File: config.mk
export PLATFORM = sky130hd
export DESIGN_NAME = fde_ctrl
export DESIGN_NICKNAME = d
export VERILOG_FILES = /design/src/fde_pkg.sv /design/src/fde_ctrl.sv
export SDC_FILE = /design/constraint.sdc
export NUM_CORES = 1
export LEC_CHECK = 0
export ABC_AREA = 1
export BUFFER_PORTS_ARGS = -buffer_cell sky130_fd_sc_hd__buf_2
export CAP_MARGIN = 20
export CORE_AREA = 2 2 39 41
export CTS_BUF_LIST = sky130_fd_sc_hd__clkbuf_8
export DETAILED_ROUTE_END_ITERATION = 7
export DIE_AREA = 0 0 41 43
export PLACE_DENSITY = 0.69
export SYNTH_ARGS = -nofsm -noshare
export SYNTH_HDL_FRONTEND = slang
export SYNTH_SLANG_ARGS = --single-unit
File: constraint.sdc
create_clock -name clk -period 1.5 [get_ports clk]
set_clock_uncertainty 0.05 [all_clocks]
set_input_delay 0.15 -clock clk [delete_from_list [all_inputs] [get_ports clk]]
set_output_delay 0.15 -clock clk [all_outputs]
set_load 0.005 [all_outputs]
File: src/fde_pkg.sv
// ----------------------------------------------------------------------------
// fde_pkg
// Shared constants, codes and controller/datapath interface types for the
// 32-bit-per-pixel framebuffer drawing engine.
// ----------------------------------------------------------------------------
`default_nettype none

package fde_pkg;

    // Store geometry.
    localparam int FRAME_PIXELS   = 65536;
    localparam int PIX_AW         = $clog2(FRAME_PIXELS);
    localparam int GLYPH_ROWS_MAX = 16;
    localparam int GLYPH_COUNT    = 256;
    localparam int GROW_W         = $clog2(GLYPH_ROWS_MAX);
    localparam int GLYPH_CELLS    = GLYPH_COUNT * GLYPH_ROWS_MAX;
    localparam int GLYPH_AW       = $clog2(GLYPH_CELLS);

    // Datapath widths. A coordinate holds a 12-bit field plus a glyph offset.
    localparam int COORD_W  = 13;
    localparam int STRIDE_W = 13;
    localparam int BASE_W   = COORD_W + STRIDE_W;
    localparam int ADDR_W   = BASE_W + 1;
    localparam int PCNT_W   = 5;
    localparam int CFG_DW   = 13;
    localparam int CFG_IW   = 2;

    // Glyph and color constants.
    localparam int GLYPH_BITS      = 8;
    localparam int TRANSPARENT_BIT = 31;

    // Register reset values.
    localparam logic [STRIDE_W-1:0] STRIDE_RESET = 13'd256;
    localparam logic [4:0]          FWIDTH_RESET = 5'd8;
    localparam logic [4:0]          FHEIGHT_RESET = 5'd16;

    // Command codes.
    localparam logic [2:0] CMD_PUT   = 3'd0;
    localparam logic [2:0] CMD_GET   = 3'd1;
    localparam logic [2:0] CMD_HLINE = 3'd2;
    localparam logic [2:0] CMD_CHAR  = 3'd3;
    localparam logic [2:0] CMD_FONT  = 3'd4;

    // Configuration register indexes.
    localparam logic [CFG_IW-1:0] CFG_STRIDE  = 2'd0;
    localparam logic [CFG_IW-1:0] CFG_MODE    = 2'd1;
    localparam logic [CFG_IW-1:0] CFG_FWIDTH  = 2'd2;
    localparam logic [CFG_IW-1:0] CFG_FHEIGHT = 2'd3;

    // Controller states.
    typedef enum logic [2:0] {
        ST_CLEAR,
        ST_IDLE,
        ST_DISPATCH,
        ST_ROW,
        ST_ADDR,
        ST_READ,
        ST_WRITE,
        ST_RESP
    } state_t;

    // Commands from the controller to the datapath.
    typedef struct packed {
        logic latch_in;
        logic clear_step;
        logic glyph_wr;
        logic row_start;
        logic addr_calc;
        logic pix_read;
        logic pix_write;
        logic next_col;
        logic next_row;
        logic out_load;
    } ctrl_cmd_t;

    // Status from the datapath to the controller.
    typedef struct packed {
        logic       clear_last;
        logic [2:0] cmd;
        logic       invert;
        logic       char_empty;
        logic       col_last;
        logic       row_last;
        logic       out_busy;
    } dp_status_t;

endpackage

`default_nettype wire

File: src/fde_ctrl.sv
// ----------------------------------------------------------------------------
// fde_ctrl
// Command sequencer: clears the stores after reset, then steps each pixel
// command through row setup, address, optional read, and write or response.
// ----------------------------------------------------------------------------
`default_nettype none

module fde_ctrl (
    input  wire logic                clk,
    input  wire logic                rst_n,
    input  wire logic                in_valid,
    output logic                     in_stall,
    input  wire fde_pkg::dp_status_t st,
    output fde_pkg::ctrl_cmd_t       cmd
);

    fde_pkg::state_t state_reg;
    fde_pkg::state_t state_next;

    // State register.
    always_ff @(posedge clk or negedge rst_n)
    begin
        if (!rst_n)
        begin
            state_reg <= fde_pkg::ST_CLEAR;
        end
        else
        begin
            state_reg <= state_next;
        end
    end

    // Next state and command decode.
    always_comb
    begin
        state_next = state_reg;
        cmd        = '0;
        in_stall   = (state_reg != fde_pkg::ST_IDLE);

        case (state_reg)
            fde_pkg::ST_CLEAR:
            begin
                cmd.clear_step = 1'b1;
                if (st.clear_last)
                begin
                    state_next = fde_pkg::ST_IDLE;
                end
            end

            fde_pkg::ST_IDLE:
            begin
                if (in_valid)
                begin
                    cmd.latch_in = 1'b1;
                    state_next   = fde_pkg::ST_DISPATCH;
                end
            end

            fde_pkg::ST_DISPATCH:
            begin
                case (st.cmd)
                    fde_pkg::CMD_PUT, fde_pkg::CMD_GET, fde_pkg::CMD_HLINE:
                    begin
                        state_next = fde_pkg::ST_ROW;
                    end
                    fde_pkg::CMD_CHAR:
                    begin
                        state_next = st.char_empty ? fde_pkg::ST_IDLE : fde_pkg::ST_ROW;
                    end
                    fde_pkg::CMD_FONT:
                    begin
                        cmd.glyph_wr = 1'b1;
                        state_next   = fde_pkg::ST_IDLE;
                    end
                    default:
                    begin
                        state_next = fde_pkg::ST_IDLE;
                    end
                endcase
            end

            fde_pkg::ST_ROW:
            begin
                cmd.row_start = 1'b1;
                state_next    = fde_pkg::ST_ADDR;
            end

            fde_pkg::ST_ADDR:
            begin
                cmd.addr_calc = 1'b1;
                if (st.cmd == fde_pkg::CMD_GET
                    || (st.invert && st.cmd != fde_pkg::CMD_CHAR))
                begin
                    state_next = fde_pkg::ST_READ;
                end
                else
                begin
                    state_next = fde_pkg::ST_WRITE;
                end
            end

            fde_pkg::ST_READ:
            begin
                cmd.pix_read = 1'b1;
                state_next   = (st.cmd == fde_pkg::CMD_GET) ? fde_pkg::ST_RESP
                                                            : fde_pkg::ST_WRITE;
            end

            fde_pkg::ST_WRITE:
            begin
                cmd.pix_write = 1'b1;
                if (st.cmd == fde_pkg::CMD_PUT)
                begin
                    state_next = fde_pkg::ST_IDLE;
                end
                else if (!st.col_last)
                begin
                    cmd.next_col = 1'b1;
                    state_next   = fde_pkg::ST_ADDR;
                end
                else if (st.cmd == fde_pkg::CMD_CHAR && !st.row_last)
                begin
                    cmd.next_row = 1'b1;
                    state_next   = fde_pkg::ST_ROW;
                end
                else
                begin
                    state_next = fde_pkg::ST_IDLE;
                end
            end

            fde_pkg::ST_RESP:
            begin
                if (!st.out_busy)
                begin
                    cmd.out_load = 1'b1;
                    state_next   = fde_pkg::ST_IDLE;
                end
            end

            default:
            begin
                state_next = fde_pkg::ST_IDLE;
            end
        endcase
    end

    // Items are taken only when idle.
    assert property (@(posedge clk) disable iff (!rst_n)
        cmd.latch_in |=> state_reg == fde_pkg::ST_DISPATCH)
        else $error("accepted item did not reach dispatch");

    // No drawing or response activity while the stores are being cleared.
    assert property (@(posedge clk) disable iff (!rst_n)
        (state_reg == fde_pkg::ST_CLEAR) |-> !(cmd.pix_write || cmd.out_load || cmd.latch_in))
        else $error("command issued during store clear");

endmodule

`default_nettype wire

### After elaboration in Yosys (flattened, before gate mapping)

Cells that the tools add are included.

* shifts and indexed selects: 0
* reduce and logical (&&, ||, !) cells: 8
* bitwise gates (word level): 0
* $lt $le $gt $ge: 0
* add/sub/neg operators: 0
* mux-type cells: 26
* divide/modulo/power cells: 0
* equal/unequal tests: 16
* multiply operators: 0

Operator list (number)
* one-hot mux 3 bit (8 select lines): 1
* two-way mux 3 bit: 6
* equality test 3 bit, second input constant: 5
* two-way mux 1 bit: 14
* equality test 3 x 2 -> 1 bit, second input constant: 4
* two-way mux 2 bit: 4
* equality test 3 x 1 -> 1 bit, second input constant: 2
* zero test 3 bit: 2
* != test 2 bit, second input constant: 3
* one-hot mux 2 bit (2 select lines): 1
* != test 3 x 1 -> 1 bit, second input constant: 1
* != test 3 x 2 -> 1 bit, second input constant: 1
* AND reduction 3 bit: 1
* OR reduction 3 bit: 1
* logical AND 1 bit: 2
* zero test 1 bit: 1
* logical OR 1 bit: 1

* logic and storage cells: 51
* memory bits (writable): 0
* input bits: 12
* output and inout port bits: 11
* bits in latches: 0
* memories: 0
* bits in read-only memories: 0
* flip-flop bits (word level): 3

### Depth between registers and ports, before layout

* depth in word-level cells: 6
* mapped depth: 8

### Least setup slack after synthesis

No wires, ideal clock.

* path type: register to register
* start: register state_reg[1]
* end: register state_reg[2]
* path slack: 302 ps
* setup time: 122 ps
* data arrival time: 1026 ps
* stages on the path, launching flop included: 7
* period minus slack after synthesis: 1198 ps
* data required time: 1328 ps
* cell sequence: dfrtp_1 -> buf_6 -> nand2_1 -> nor2_1 -> or2_2 -> nor3_2 -> nand2_1

* cells in the longest elaborated chain, start to end: 3
* elaborated cells on any way between the ends: 13
* those cells by class: eq/ne (10); mux (1); reduce/logical (2)

RTL lines
* start: declaration: line fde_ctrl.sv:17 `fde_pkg::state_t state_reg;`
* start signal: assignment: line fde_ctrl.sv:25 `state_reg <= fde_pkg::ST_CLEAR;`
* start signal: assignment: line fde_ctrl.sv:29 `state_reg <= state_next;`
* equality test 3 bit (tied with other cells): line fde_ctrl.sv:40 `case (state_reg)`
* != test 2 bit (no source line)
* AND reduction 3 bit (no source line)

Several ways; a longest one is shown, not always the timed one.
A chain may end at the register's enable or synchronous reset.

==> results.toml <==
[yosys]
syn_area_per_cell_um2 = 5.84
synth_simple_gate_area_share = 0.631
synth.area.mux_share = 0
syn_area_um2 = 420
ys_seq_area_frac = 0.179
ys_ff_latch = 3
synth_fp_nets = 84
synthCells = 72
synth_cell_type_count = 17
synthDominantCellAreaShare = 0.179
synth_warnings = 0
synth-compound-area-share = 0.0119
synthXorXnorAreaFrac = 0
synth_largest_area_cell = "dfrtp_1"
synthTopCellsByArea = "dfrtp_1, nand2_1, nor2_1"
synth_fa_ha_area_frac = 0
synth_top_family_by_area = "simple AND/OR/NAND/NOR gates"

[floorplan]
placementRows = 14
core_area_um2 = 1380
die_y_um = 43
io_pins = 23
die_x_um = 41
start_util = 0.304
design.die.area_um2 = 1760

[drt]
routedWlPerCell_um = 9.71
routed_via_density = 4.50
drtIter0Drc = 8
drcViolationCount = 0
drt.antenna.violating_nets = 0
route.vias.total = 531
wl_um = 1150
first_pass_iters = 4

[sta]
fin_ws_ns = 0.0638
fmax_mhz = 696
fin_crit_ns = 1.44
setup_viol = 0
final.setup.tns_ns = 0
tightest_slew_ns = 0.246
worst_slew_margin_rel = 0.835
final_hold_viol_count = 0
slew_violations = 0
period_share = 0.957

[setup_path]
cp.required_ns = 1.30
endpoint_kind = "output pin"
crit_type = "register to output pin"
startpoint_type = "register"
cp_max_fo = 3
worstPathArrival_ns = 1.24

[clock_tree]
numCtsBuffers = 3
clock-sinks = 3
cts_tree = "built"
clockBufferDepth = 2
path_clk_slew_ns = 0.03
cts_root_buf = "clkbuf_8"
htreeDepth = 1
insertion_delay_ns = 0.22

[place]
post-place-ws_ns = 0.124
place.gp.congestion = 0.875
postPlaceCellArea_um2 = 528
place_hpwl_um = 838
port_buffers = 22

[final_layout]
antenna_cells = 0
drive_gt1_frac = 0.441
area_growth_pct = 50.9
fin_nets = 115
largest_reg_flops = 3
design_area_um2 = 634
utilization = 0.458

[grt]
grt_max_degree = 9
grt_pass1_wl_um = 1780
grt_overflow = 0
antenna_found_initial = 0
grt_pass1_vias = 463
grt_use_total = 0.149

[min_path]
min_path_type = "input port to asynchronous set/reset pin"

[power]
leakage_nw = 0.397
powerDensity_nw_per_um2 = 1720
ir_drop_v = 0.000539

[status]
status = "finished clean"

[run]
maxCapViolations = 0
==> report_power, final <==
group	internal (mW)	switching (mW)	leakage, nW
Sequential	0.132	0.0515	0.0331
Combinational	0.286	0.385	0.337
Clock	0.175	0.0611	0.0269
==> what timing repair did <==
action / 4_1_cts / 5_1_grt
buffers inserted: 1 / 4
hold buffers: 1 / 0
endpoints found under the hold margin: 3 / 0
pin swaps: 0 / 1
cloned: 0 / 0
resized for setup: 3 / 4
setup endpoints to repair: 3 / 2
==> routing by layer <==
| metal | vias up | global-route usage | part of all wire | routed length, um |
|---|---|---|---|---|
| met2 | 25 | 0.238 | 0.50 | 577 |
| met5 | - | 0 | 0 | 0 |
| met4 | 0 | 0.0800 | 0.0052 | 6 |
| met1 | 223 | 0.175 | 0.43 | 490 |
| met3 | 2 | 0.0314 | 0.063 | 72 |
| li1 | 281 | - | - | - |
==> cells by family after synthesis <==
group	Yosys count
flops	3
compound gates	1
simple gates	52
buf+inv	16
==> cell usage after synthesis <==
master,instances
nand2_1,18
nor3_2,1
nor2_4,1
inv_2,1
nor3_4,1
o21ai_0,1
nand3_1,10
buf_6,2
nor2_1,14
inv_1,13
nand4_1,1
or2_2,1
and3_1,1
nor4_2,1
dfrtp_1,3
nand3_2,2
nor2_2,1
==> final timing paths <==
path	startpoint	to	slack, ns	depth (start not counted)
worst max-delay path	state_reg[0]$_DFFE_PN0P_	cmd[1]	0.06	6
worst min-delay path	rst_n	state_reg[2]$_DFFE_PN0P_	0.21	2
worst max register to register	state_reg[0]$_DFFE_PN0P_	state_reg[2]$_DFFE_PN0P_	0.17	6
worst min register to register	state_reg[2]$_DFFE_PN0P_	state_reg[1]$_DFFE_PN0P_	0.68	2
max in group asynchronous	rst_n	state_reg[0]$_DFFE_PN0P_	1.07	2
min in group clk	st[0]	state_reg[1]$_DFFE_PN0P_	0.23	3
==> area by class of cell <==
| class | instances | area, um^2 |
|---|---|---|
| inverter | 14 | 52.6 |
| clock inverter | 1 | 3.75 |
| multi-input combinational | 53 | 280 |
| fill | 145 | 749 |
| sequential | 3 | 78.8 |
| timing repair buffer | 28 | 158 |
| clock buffer | 3 | 41.3 |
| tap | 16 | 20.0 |
==> cell usage in the layout, fill, tap and decap left out, drive strengths merged <==
| cell type | n |
|---|---|
| and3 | 1 |
| buf | 27 |
| clkbuf | 3 |
| dfrtp | 3 |
| dlygate4sd3 | 1 |
| inv | 15 |
| nand2 | 18 |
| nand3 | 12 |
| nand4 | 1 |
| nor2 | 16 |
| nor3 | 2 |
| nor4 | 1 |
| o21ai | 1 |
| or2 | 1 |
==> critical path, cell delays in order, from the launching register on <==
cell	delay [ns]
dfrtp_2	0.40
inv_1	0.08
nand2_2	0.08
nor2_4	0.13
inv_2	0.06
nor4_2	0.12
buf_2	0.15
==> metrics by stage <==
stage	instances	hold WS [ns]	total power, mW
2_1_floorplan	72	-0.196	0.615
3_3_place_gp	108	-0.105	0.711
3_5_place_dp	108	-0.104	0.723
4_1_cts	114	0.202	1.01
5_1_grt	118	0.227	1.18
6_report	118	0.206	1.09
No activity file was read; power rests on OpenSTA's default activity.
